### src/pfsr_pkg.sv
// Package for the fixed-step polyline resampler.
// Item structs, fixed-point constants and default parameter values.
// Used by polyline_fixed_step_resampler; depends on nothing.
package pfsr_pkg;

   // Fixed-point formats
   localparam int FRACTION_BITS = 16;
   localparam int MAX_SAMPLES_DEFAULT = 62;
   localparam logic [31:0] STEP_RESET = 32'(1) << FRACTION_BITS;
   localparam int POS_FRAC = 30;
   localparam logic [33:0] POS_ONE = 34'(1) << POS_FRAC;
   localparam logic [31:0] MASK32 = 32'hFFFF_FFFF;

   // Input vertex item
   typedef struct packed {
      logic signed [31:0] in_x;
      logic signed [31:0] in_y;
      logic signed [31:0] in_z;
      logic [31:0]        in_radius;
      logic               last_vertex;
   } req_item_type;

   // Resampled point item
   typedef struct packed {
      logic signed [31:0] out_x;
      logic signed [31:0] out_y;
      logic signed [31:0] out_z;
      logic [31:0]        out_radius;
      logic               line_end;
      logic               run_last;
      logic               truncated;
   } rsp_item_type;

endpackage

### src/polyline_fixed_step_resampler.sv
// Fixed-step polyline resampler, single module with one shared 32x32 multiplier.
// Depends on pfsr_pkg (item structs, constants).

// Vertices arrive one item at a time; each line is re-emitted as points spaced
// step_length apart along the line, radius interpolated linearly. Each vertex
// after the first of a line runs three squaring passes through the shared
// multiplier, a bit-serial square root, a length saturation check, a
// short-segment decision, a bit-serial division (skipped when the step
// saturates) and a cut-check multiply; each emitted sample then takes the
// interpolation multiplies for x, y, z and radius plus an output load, and the
// carried-distance multiply follows the last sample. A short segment only adds
// its length to the carried distance; the last vertex of a line is also
// emitted as the line end, and a final bookkeeping step follows. Output stalls
// hold the sequencer, and the input is not ready until its last point is
// loaded into the output register. The first vertex of a line is emitted as is.
// csr_write_data sets step_length (unsigned Q16.16).
module polyline_fixed_step_resampler
   import pfsr_pkg::*;
#(
   parameter int MAX_SAMPLES_PER_SEGMENT = MAX_SAMPLES_DEFAULT
) (
   input  logic         clock,
   input  logic         reset,
   input  logic         csr_write_enable,
   input  logic [31:0]  csr_write_data,
   input  logic         req_valid,
   output logic         req_ready,
   input  req_item_type req_item,
   output logic         rsp_valid,
   input  logic         rsp_ready,
   output rsp_item_type rsp_item
);

   localparam int CNT_W = $clog2(MAX_SAMPLES_PER_SEGMENT + 1);
   localparam logic [CNT_W-1:0] CNT_MAX = CNT_W'(MAX_SAMPLES_PER_SEGMENT);
   localparam logic [CNT_W-1:0] CNT_LAST = CNT_W'(MAX_SAMPLES_PER_SEGMENT - 1);

   typedef enum logic [3:0] {
      S_IDLE, S_FIRST, S_SQ, S_ROOT, S_CHK, S_DIV, S_CUT, S_CUTW,
      S_LERP, S_EMIT, S_CARRY, S_CARRYW, S_LAST, S_FIN
   } state_type;

   state_type    state_ff;
   logic [31:0]  step_ff;
   req_item_type cur_ff;
   logic [31:0]  prev_x_ff, prev_y_ff, prev_z_ff, prev_r_ff;
   logic [31:0]  carried_ff;
   logic         inside_ff;
   logic [2:0]   fld_ff;
   logic [4:0]   iter_ff;
   logic [63:0]  sum_ff;
   logic         ovf_ff;
   logic [33:0]  rem_ff;
   logic [31:0]  root_ff;
   logic [31:0]  len_ff;
   logic [31:0]  ps_ff;
   logic [30:0]  pos_ff;
   logic [CNT_W-1:0] cnt_ff;
   logic         cut_ff;
   logic [63:0]  prod_ff;
   logic         neg_ff;
   logic [32:0]  base_ff;
   logic [31:0]  lerp_ff [4];
   logic         rsp_valid_ff;
   rsp_item_type rsp_ff;

   // Field select and difference for squares and interpolation
   logic [1:0]         fsel;
   logic signed [32:0] a_sel, b_sel, d_sel;
   logic [32:0]        d_abs;
   logic [31:0]        mul_a, mul_b;

   always_comb begin
      fsel = fld_ff[1:0];
      unique case (fsel)
         2'd0: begin
            a_sel = {prev_x_ff[31], prev_x_ff};
            b_sel = {cur_ff.in_x[31], cur_ff.in_x};
         end
         2'd1: begin
            a_sel = {prev_y_ff[31], prev_y_ff};
            b_sel = {cur_ff.in_y[31], cur_ff.in_y};
         end
         2'd2: begin
            a_sel = {prev_z_ff[31], prev_z_ff};
            b_sel = {cur_ff.in_z[31], cur_ff.in_z};
         end
         default: begin
            a_sel = {1'b0, prev_r_ff};
            b_sel = {1'b0, cur_ff.in_radius};
         end
      endcase
      d_sel = b_sel - a_sel;
      d_abs = d_sel[32] ? 33'(-d_sel) : 33'(d_sel);
   end

   // Shared multiplier operands
   always_comb begin
      unique case (state_ff)
         S_SQ:    begin mul_a = d_abs[31:0];  mul_b = d_abs[31:0]; end
         S_LERP:  begin mul_a = d_abs[31:0];  mul_b = {1'b0, pos_ff}; end
         S_CUT:   begin mul_a = ps_ff;        mul_b = 32'(MAX_SAMPLES_PER_SEGMENT); end
         S_CARRY: begin mul_a = 32'(POS_ONE - {3'b0, pos_ff}); mul_b = len_ff; end
         default: begin mul_a = '0;           mul_b = '0; end
      endcase
   end

   // Square root step
   logic [35:0] rt_rem, rt_trial;
   assign rt_rem   = {rem_ff, sum_ff[63:62]};
   assign rt_trial = {2'b0, root_ff, 2'b01};

   // Division step
   logic        dv_bit;
   logic [32:0] dv_rem;
   assign dv_bit = (iter_ff == 5'd31) ? step_ff[1] : ((iter_ff == 5'd30) ? step_ff[0] : 1'b0);
   assign dv_rem = {rem_ff[31:0], dv_bit};

   // Short-segment test and saturation test
   logic signed [33:0] room;
   logic               is_short, ps_sat;
   assign room     = $signed({2'b0, step_ff}) - $signed({2'b0, carried_ff});
   assign is_short = $signed({2'b0, len_ff}) < room;
   assign ps_sat   = (len_ff == '0) || ({2'b0, step_ff[31:2]} >= len_ff);

   // Sample position bookkeeping
   logic [33:0] nx;
   logic        seg_last;
   assign nx       = {3'b0, pos_ff} + {2'b0, ps_ff};
   assign seg_last = (nx >= POS_ONE) || (cnt_ff >= CNT_LAST);

   // Interpolation result of the field issued in the previous cycle
   logic [31:0] q_lerp;
   logic [33:0] r_lerp;
   assign q_lerp = prod_ff[61:30];
   assign r_lerp = neg_ff ? ({base_ff[32], base_ff} - {2'b0, q_lerp})
                          : ({base_ff[32], base_ff} + {2'b0, q_lerp});

   logic out_free;
   logic rsp_load;
   assign out_free  = !rsp_valid_ff || rsp_ready;
   assign rsp_load  = out_free && (state_ff == S_FIRST || state_ff == S_EMIT
                                   || state_ff == S_LAST);
   assign req_ready = (state_ff == S_IDLE);
   assign rsp_valid = rsp_valid_ff;
   assign rsp_item  = rsp_ff;

   // Multiplier output register
   always_ff @(posedge clock) begin
      prod_ff <= 64'(mul_a) * 64'(mul_b);
   end

   // Sequencer, datapath registers and output register
   always_ff @(posedge clock) begin
      if (reset) begin
         state_ff     <= S_IDLE;
         step_ff      <= STEP_RESET;
         prev_x_ff    <= '0;
         prev_y_ff    <= '0;
         prev_z_ff    <= '0;
         prev_r_ff    <= '0;
         carried_ff   <= '0;
         inside_ff    <= 1'b0;
         rsp_valid_ff <= 1'b0;
         cnt_ff       <= '0;
         fld_ff       <= '0;
         iter_ff      <= '0;
      end else begin
         if (csr_write_enable) begin
            step_ff <= csr_write_data;
         end
         // output register: load a new point or drain the old one
         if (rsp_load) begin
            rsp_valid_ff <= 1'b1;
         end else if (rsp_ready) begin
            rsp_valid_ff <= 1'b0;
         end
         unique case (state_ff)
            S_IDLE: begin
               if (req_valid) begin
                  cur_ff   <= req_item;
                  cut_ff   <= 1'b0;
                  fld_ff   <= '0;
                  sum_ff   <= '0;
                  ovf_ff   <= 1'b0;
                  state_ff <= inside_ff ? S_SQ : S_FIRST;
               end
            end
            S_FIRST: begin
               if (out_free) begin
                  rsp_ff <= '{out_x: cur_ff.in_x, out_y: cur_ff.in_y, out_z: cur_ff.in_z,
                              out_radius: cur_ff.in_radius, line_end: 1'b0,
                              run_last: !cur_ff.last_vertex, truncated: 1'b0};
                  state_ff <= cur_ff.last_vertex ? S_LAST : S_FIN;
               end
            end
            S_SQ: begin
               // issue one square per cycle, accumulate the one before
               if (fld_ff != '0) begin
                  {ovf_ff, sum_ff} <= {1'b0, sum_ff} + {1'b0, prod_ff} | {ovf_ff, 64'b0};
               end
               if (fld_ff == 3'd3) begin
                  rem_ff   <= '0;
                  root_ff  <= '0;
                  iter_ff  <= 5'd31;
                  state_ff <= S_ROOT;
               end else begin
                  fld_ff <= fld_ff + 3'd1;
               end
            end
            S_ROOT: begin
               if (rt_rem >= rt_trial) begin
                  rem_ff  <= 34'(rt_rem - rt_trial);
                  root_ff <= {root_ff[30:0], 1'b1};
               end else begin
                  rem_ff  <= rt_rem[33:0];
                  root_ff <= {root_ff[30:0], 1'b0};
               end
               sum_ff  <= {sum_ff[61:0], 2'b00};
               iter_ff <= iter_ff - 5'd1;
               if (iter_ff == '0) begin
                  state_ff <= S_CHK;
               end
            end
            S_CHK: begin
               // a sum of squares past 64 bits saturates the length
               len_ff   <= ovf_ff ? MASK32 : root_ff;
               ovf_ff   <= 1'b0;
               iter_ff  <= 5'd31;
               fld_ff   <= '0;
               state_ff <= S_DIV;
            end
            S_DIV: begin
               // on entry decide short / saturated, else divide
               if (iter_ff == 5'd31 && fld_ff != 3'd7) begin
                  fld_ff <= 3'd7;
                  if (is_short) begin
                     carried_ff <= carried_ff + len_ff;
                     state_ff   <= cur_ff.last_vertex ? S_LAST : S_FIN;
                  end else if (ps_sat) begin
                     ps_ff    <= MASK32;
                     state_ff <= S_CUT;
                  end else begin
                     rem_ff <= {4'b0, step_ff[31:2]};
                  end
               end else begin
                  if (dv_rem >= {1'b0, len_ff}) begin
                     rem_ff <= {1'b0, dv_rem - {1'b0, len_ff}};
                     ps_ff  <= {ps_ff[30:0], 1'b1};
                  end else begin
                     rem_ff <= {1'b0, dv_rem};
                     ps_ff  <= {ps_ff[30:0], 1'b0};
                  end
                  iter_ff <= iter_ff - 5'd1;
                  if (iter_ff == '0) begin
                     state_ff <= S_CUT;
                  end
               end
            end
            S_CUT: begin
               state_ff <= S_CUTW;
            end
            S_CUTW: begin
               cut_ff   <= (prod_ff < 64'(POS_ONE));
               pos_ff   <= '0;
               cnt_ff   <= '0;
               fld_ff   <= '0;
               state_ff <= S_LERP;
            end
            S_LERP: begin
               if (fld_ff != '0) begin
                  lerp_ff[2'(fld_ff - 3'd1)] <= r_lerp[31:0];
               end
               neg_ff  <= d_sel[32];
               base_ff <= a_sel;
               if (fld_ff == 3'd4) begin
                  state_ff <= S_EMIT;
               end else begin
                  fld_ff <= fld_ff + 3'd1;
               end
            end
            S_EMIT: begin
               if (out_free) begin
                  rsp_ff <= '{out_x: lerp_ff[0], out_y: lerp_ff[1], out_z: lerp_ff[2],
                              out_radius: lerp_ff[3], line_end: 1'b0,
                              run_last: seg_last && !cur_ff.last_vertex,
                              truncated: cut_ff};
                  fld_ff <= '0;
                  if (seg_last) begin
                     if (nx == POS_ONE) begin
                        pos_ff <= POS_ONE[30:0];
                     end
                     state_ff <= S_CARRY;
                  end else begin
                     pos_ff   <= nx[30:0];
                     cnt_ff   <= cnt_ff + CNT_W'(1);
                     state_ff <= S_LERP;
                  end
               end
            end
            S_CARRY: begin
               state_ff <= S_CARRYW;
            end
            S_CARRYW: begin
               carried_ff <= prod_ff[61:30];
               state_ff   <= cur_ff.last_vertex ? S_LAST : S_FIN;
            end
            S_LAST: begin
               if (out_free) begin
                  rsp_ff <= '{out_x: cur_ff.in_x, out_y: cur_ff.in_y, out_z: cur_ff.in_z,
                              out_radius: cur_ff.in_radius, line_end: 1'b1,
                              run_last: 1'b1, truncated: cut_ff};
                  state_ff <= S_FIN;
               end
            end
            S_FIN: begin
               prev_x_ff <= cur_ff.in_x;
               prev_y_ff <= cur_ff.in_y;
               prev_z_ff <= cur_ff.in_z;
               prev_r_ff <= cur_ff.in_radius;
               inside_ff <= !cur_ff.last_vertex;
               if (cur_ff.last_vertex) begin
                  carried_ff <= '0;
               end
               iter_ff  <= 5'd31;
               fld_ff   <= '0;
               state_ff <= S_IDLE;
            end
            default: state_ff <= S_IDLE;
         endcase
      end
   end

   // Checks
   a_accept_busy: assert property (@(posedge clock) disable iff (reset)
      req_valid && req_ready |=> !req_ready)
      else $error("input accepted while busy");

   a_cnt_range: assert property (@(posedge clock) disable iff (reset)
      cnt_ff <= CNT_MAX)
      else $error("sample count beyond maximum");

   a_last_emit: assert property (@(posedge clock) disable iff (reset)
      state_ff == S_LAST && out_free |=> rsp_valid && rsp_item.line_end && rsp_item.run_last)
      else $error("line end not emitted");

   a_idle_free: assert property (@(posedge clock) disable iff (reset)
      state_ff == S_FIN |=> req_ready)
      else $error("sequencer did not return to idle");

endmodule

### config.mk
export PLATFORM = sky130hd
export DESIGN_NAME = polyline_fixed_step_resampler
export DESIGN_NICKNAME = d
export VERILOG_FILES = /design/src/pfsr_pkg.sv /design/src/polyline_fixed_step_resampler.sv
export SDC_FILE = /design/constraint.sdc
export NUM_CORES = 2
export LEC_CHECK = 0
export BUFFER_PORTS_ARGS = -buffer_cell sky130_fd_sc_hd__buf_2
export CORE_ASPECT_RATIO = 0.6
export CORE_UTILIZATION = 44
export DETAILED_ROUTE_END_ITERATION = 10
export GPL_TIMING_DRIVEN = 0
export SLEW_MARGIN = 25
export SYNTH_ARGS = -nofsm -noshare
export SYNTH_HDL_FRONTEND = slang
export SYNTH_SLANG_ARGS = --single-unit
### constraint.sdc
create_clock -name clock -period 30.3 [get_ports clock]
set_clock_uncertainty 0.1 [all_clocks]
set_input_delay 9.09 -clock clock [delete_from_list [all_inputs] [get_ports clock]]
set_output_delay 9.09 -clock clock [all_outputs]
set_load 0.05 [all_outputs]
# Word level (Yosys, flattened, before mapping)

Memory sizes are Yosys's and may differ from the RTL's.
Cells that the tools add are included.

Register bits after elaboration: 796
RAM bits: 128
Input bits: 166
Output and inout port bits: 133
Logic and storage cells: 223
Memories: 1

Add/subtract/negate cells: 15
Multipliers: 1
Order comparisons: 7
Equality and inequality tests: 43
Mux-type cells: 74
Bitwise operators: 2
Reductions and logical operators: 45

Memories:

| name    | words | width | read ports | clocked after memory_dff | wr ports | line                                | text |
|---|---|---|---|---|---|---|---|
| lerp_ff | 4     | 32    | 4          | 0                        | 1        | polyline_fixed_step_resampler.sv:63 | `logic [31:0] lerp_ff [4];` |

Operators with widths:

| operator                                                                        | number |
|---|---|
| 131-bit 2-to-1 mux                                                              | 3 |
| 131-bit case mux with 3 select lines                                            | 1 |
| 32-bit 2-to-1 mux                                                               | 9 |
| 33-bit case mux with 3 select lines                                             | 2 |
| 32-bit case mux with 3 select lines                                             | 2 |
| 64-bit case mux with 3 select lines                                             | 1 |
| 34-bit 2-to-1 mux                                                               | 5 |
| 64-bit 2-to-1 mux                                                               | 2 |
| 32-bit case mux with 4 select lines                                             | 1 |
| 34-bit case mux with 3 select lines                                             | 1 |
| 31-bit 2-to-1 mux                                                               | 3 |
| 64-bit by 64-bit adder with 65-bit output                                       | 1 |
| 65-bit OR                                                                       | 1 |
| 32-bit adder                                                                    | 2 |
| 64-bit by 31-bit less-than comparator with 1-bit output (second input constant) | 1 |
| 32-bit by 32-bit multiplier with 64-bit output                                  | 1 |
| 32-bit case mux with 2 select lines                                             | 1 |
| 31-bit case mux with 2 select lines                                             | 1 |
| 4-bit case mux with 13 select lines                                             | 1 |
| 4-bit 2-to-1 mux                                                                | 11 |
| 36-bit by 34-bit greater-or-equal comparator with 1-bit output                  | 1 |
| 2-bit != test (second input constant)                                           | 17 |
| 34-bit subtractor                                                               | 1 |
| 31-bit by 32-bit adder with 33-bit output                                       | 1 |
| 59 further kinds                                                                | 117 |

# Longest topological paths before layout

Depth in word-level cells: 7
Gate-level depth with buffers: 52

# Worst setup path before layout

OpenSTA, ideal clock, no wires.

Path type: input -> register
Start point: input port reset
End point: register rsp_ff, in the netlist rsp_item[0] (enable)
Arrival time: 18375 ps
Data required time: 29418 ps
Path slack: 11043 ps
Stages on the path: 3
Buffers on the path: 2
Cell sequence: clkbuf_1 clkbuf_1 nor3_1

Word-level cells in the longest chain between the ends: 2

RTL lines:

| element                              | line                                 | text |
|---|---|---|
| start: declaration                   | polyline_fixed_step_resampler.sv:23  | `input logic reset,` |
| 1-bit NOT (no source line)           | --                                   |  |
| 5-bit AND reduction (no source line) | --                                   |  |
| end signal: assignment               | polyline_fixed_step_resampler.sv:191 | `rsp_ff <= '{out_x: cur_ff.in_x, out_y: cur_ff.in_y, out_z: cur_ff.in_z,` |
| end signal: assignment               | polyline_fixed_step_resampler.sv:284 | `rsp_ff <= '{out_x: lerp_ff[0], out_y: lerp_ff[1], out_z: lerp_ff[2],` |
| end signal: assignment               | polyline_fixed_step_resampler.sv:310 | `rsp_ff <= '{out_x: cur_ff.in_x, out_y: cur_ff.in_y, out_z: cur_ff.in_z,` |
| end: declaration                     | polyline_fixed_step_resampler.sv:65  | `rsp_item_type rsp_ff;` |

Every way passes these cells.
A chain may end at the register's enable or synchronous reset.

# Worst setup path in the final report

Start point: register fld_ff[1]
End point: register prod_ff[61]

Word-level cells in the longest chain between the ends: 7
Elaborated cells between the ends (all ways): 11
Those cells by class: 2 x add/sub; 1 x mul; 2 x eq/ne; 5 x mux; 1 x reduce/logical

RTL lines:

| element                                                                                           | line                                 | text |
|---|---|---|
| start: declaration                                                                                | polyline_fixed_step_resampler.sv:49  | `logic [2:0] fld_ff;` |
| start signal: assignment                                                                          | polyline_fixed_step_resampler.sv:208 | `fld_ff <= fld_ff + 3'd1;` |
| start signal: assignment                                                                          | polyline_fixed_step_resampler.sv:279 | `fld_ff <= fld_ff + 3'd1;` |
| 2-bit equality test, or another cell as far along                                                 | polyline_fixed_step_resampler.sv:75  | `unique case (fsel)` |
| 33-bit case mux with 3 select lines                                                               | polyline_fixed_step_resampler.sv:75  |  |
| 33-bit subtractor *                                                                               | polyline_fixed_step_resampler.sv:93  | `d_sel = b_sel - a_sel;` |
| 32-bit negation                                                                                   | polyline_fixed_step_resampler.sv:94  | `d_abs = d_sel[32] ? 33'(-d_sel) : 33'(d_sel);` |
| 32-bit 2-to-1 mux *                                                                               | polyline_fixed_step_resampler.sv:94  |  |
| 32-bit case mux with 4 select lines / 32-bit case mux with 3 select lines (equally long branches) | polyline_fixed_step_resampler.sv:99  | `unique case (state_ff)` |
| 32-bit by 32-bit multiplier with 64-bit output *                                                  | polyline_fixed_step_resampler.sv:150 | `prod_ff <= 64'(mul_a) * 64'(mul_b);` |
| end signal: assignment                                                                            | polyline_fixed_step_resampler.sv:150 |  |
| end: declaration                                                                                  | polyline_fixed_step_resampler.sv:60  | `logic [63:0] prod_ff;` |

Every way passes the cells marked *; elsewhere a longest branch is shown, timed or not.

==> reports/metrics.csv <==
metric,value,unit
Port Buffer Count,297,
share of cells above drive strength 1,9.88,%
Arrival @ worst endpoint,18.36,ns
adder-cell share of the synthesized area,29.1,%
"Seq/Total Area, Yosys",28.0,%
Clock Latency Late Sink,0.72,ns
register area,25000,um^2
placer congestion estimate,1.16,
Mapped Nets,11179,
sequential share of power,18.4,%
I/O Pins,299,
clock share of power,11.9,%
DR vias,82258,
Tcrit/Tclk final,59.0,%
post-synthesis register bit count,924,
WL/cell,35.2,um
Clock Tree Root,clkbuf_16,
area of the multi-input gates,58100,um^2
Worst-path clk slew,0.07,ns
cts repair resizes,0,
Worst path slowest cell,a21oi_1,
vias per cell,6.42,
Longest Clk Path Bufs,3,
largest net degree at the start of global routing,28,
Util after Layout,49.5,%
XOR/XNOR Fraction of Synth Area,3.69,%
Post-Syn Area,89300,um^2
PwrDens,99.0,nW/um^2
NetSw,5710,uW
final wirelength,452,mm
Pwr Total,9830,uW
clk sinks,924,
RSZ-0062 raised after global routing,false,
first-pass GRT wire length,609,mm
"Hold Vio Cnt, Final",0,
Setup CP Type,flop to flop,
Slew HR,7.89,%
Routed Antenna Nets,0,
CTS Hold Bufs,0,
mux cell area share after synthesis,2.88,%
Max Slew Vio Count,0,
Synth Area in Compound Gates,18.1,%
Worst setup SP type,flop,
Max-Cap Viols,0,
antenna violations before repair,53,
crit end category,flop,
Main synth FF type,edfxtp_1,
FMAX,55.9,MHz
detailed router's first-iteration violation count,12629,
switch share,58.1,%
Syn Area/Cell,9.42,um^2
Rows,127,
final hold slack,0.356,ns
outcome,"finished, final reports clean",
post-layout minimum cycle time,17.88,ns
DPL Wire Length,379,mm
DRC viols,0,
Num CTS Buffers,85,
Critical Path RT,30.78,ns
Leakage,0.0428,uW
"Area growth, synth to finish",11.2,%
Post-synth EDFFs,648,
Slew @ Worst Pin,1.34,ns
total number of H-tree levels,3,
"IR drop worst, VDD",64.2,uV
Hold Startpoint,prev_z_ff[13]$_SDFFE_PP0P_,
Post-CTS Setup Bufs,0,
Post-synth ARST share,0,%
total gr overflow,0,
Crit path top cell by count,fa_1,
internal power,4120,uW
main combinational cell family by area after synthesis,adder cells,
effective utilization at floorplan,44.5,%
Chip Width,584,um
number of global-route vias before repair,75269,
Synthesis Warnings,0,
CP startpoint,fld_ff[1]$_SDFFE_PP0P_,
All-Layer GR Usage,43.1,%
Die Y,351,um
Final TNS setup,0,ns
most frequent cells in the layout,"inv_1 (1258), fa_1 (903), nand2_1 (826)",
Gate power share,69.7,%
CTS tree,done,
Core Area,201000,um^2
number of fillers in the final layout,18866,
largest stage delay on the critical path,1.03,ns
"most common cell after layout, fill and taps aside",inv_1,
Netlist cell types,103,
Mapped Cells,9481,
largest fanout on the critical path,10,
Post-Synth Simple-Gate Area,10.7,%
die area,205000,um^2
worst r2r src,fld_ff[1]$_SDFFE_PP0P_,
Layout Nets,11683,
"Setup violations, final",0,
worst hold-check path type,flop to flop,
DRT Pass-1 Iters,10,
## power by group through the flow
stage	sequential, uW	clock (uW)	combinational, uW
after floorplan	1840	0	3300
after global placement	1870	0	6070
after detailed placement	1820	0	6340
after CTS	1790	1170	6370
after global routing	1810	1220	6970
final	1810	1170	6860
## cells in the mapped netlist, types with 102 or more instances
cell type,number,area (um^2)
mux2_2,145,1630
nor2_1,484,1820
xnor2_1,244,2140
edfxtp_1,648,19500
inv_1,1258,4720
ha_1,629,7870
nand3_1,102,510
xor2_1,129,1130
a22oi_1,198,1490
dfxtp_1,276,5530
a21o_1,204,1530
clkbuf_1,418,1570
o21ai_0,594,2970
a21oi_1,789,3950
fa_1,903,18100
nor3_1,115,576
nand2_1,826,3100
## kinds of logic (layout without fill, tap and decap cells)
logic type               count (synthesis)  count (layout)
other                                    0              49
multiplexers                           238             238
flip-flops                             924             924
adder cells (fa/ha/maj)               1532            1532
AND/OR/NAND/NOR                       2068            2068
AO/OA/AOI/OAI                         2577            2577
XOR/XNOR                               374             374
buffers and inverters                 1768            2343
## critical path: cells and delay by family (launching register included)
family / cells / cell delay (ns)
fa+ha+maj: 11 / 5.50
simple gates: 6 / 1.74
xor+xnor: 2 / 0.52
compound gates: 15 / 5.93
flops: 1 / 0.35
mux: 1 / 0.27
buf+inv: 9 / 3.25
## metal layers
layer,part of all wire (%),vias to the layer above,track usage [%],wire [um]
met4,2.7,39,10.0,12300
li1,-,33856,-,-
met3,19,748,28.0,86600
met5,0.47,-,7.74,2100
met1,44,41341,63.5,200000
met2,33,6274,48.9,151000
## final timing paths
check	end	slack (ns)	cells after the start
max	prod_ff[61]$_DFF_P_	12.42	44
min	prev_z_ff[13]$_SDFFE_PP0P_	0.36	2
max reg2reg	prod_ff[61]$_DFF_P_	12.42	44
min reg2reg	prev_z_ff[13]$_SDFFE_PP0P_	0.36	2
## through the flow
step | area, um^2 | setup slack (ns) | instances
finish | 99300 | 12.42 | 12814
global route | 99200 | 12.59 | 12786
CTS | 99100 | 13.59 | 12763
detailed placement | 96200 | 13.65 | 12605
global placement | 94200 | 5.13 | 12487
floorplan | 89300 | 11.04 | 9481
## area by class of cell
type,instances,share of cell area (%)
Multi-Input combinational cell,6789,58.5
Sequential cell,924,25.2
Inverter,1260,4.76
Tap cell,2709,3.41
Timing Repair Buffer,417,2.93
Clock buffer,111,2.37
Buffer,508,2.10
Clock inverter,47,0.607
Antenna cell,49,0.123
## flip-flops by register name, summed over array words and instances (netlist names), 3 cells and up
signal	cells
prev_x_ff	32
base_ff	32
rem_ff	34
root_ff	32
prev_r_ff	32
cnt_ff	6
ps_ff	32
cur_ff	129
step_ff	32
pos_ff	31
iter_ff	5
prev_y_ff	32
sum_ff	64
fld_ff	3
carried_ff	32
rsp_item	131
state_ff	4
prev_z_ff	32
lerp_ff	128
len_ff	32
prod_ff	64
Power figures use the tool's default switching activity.
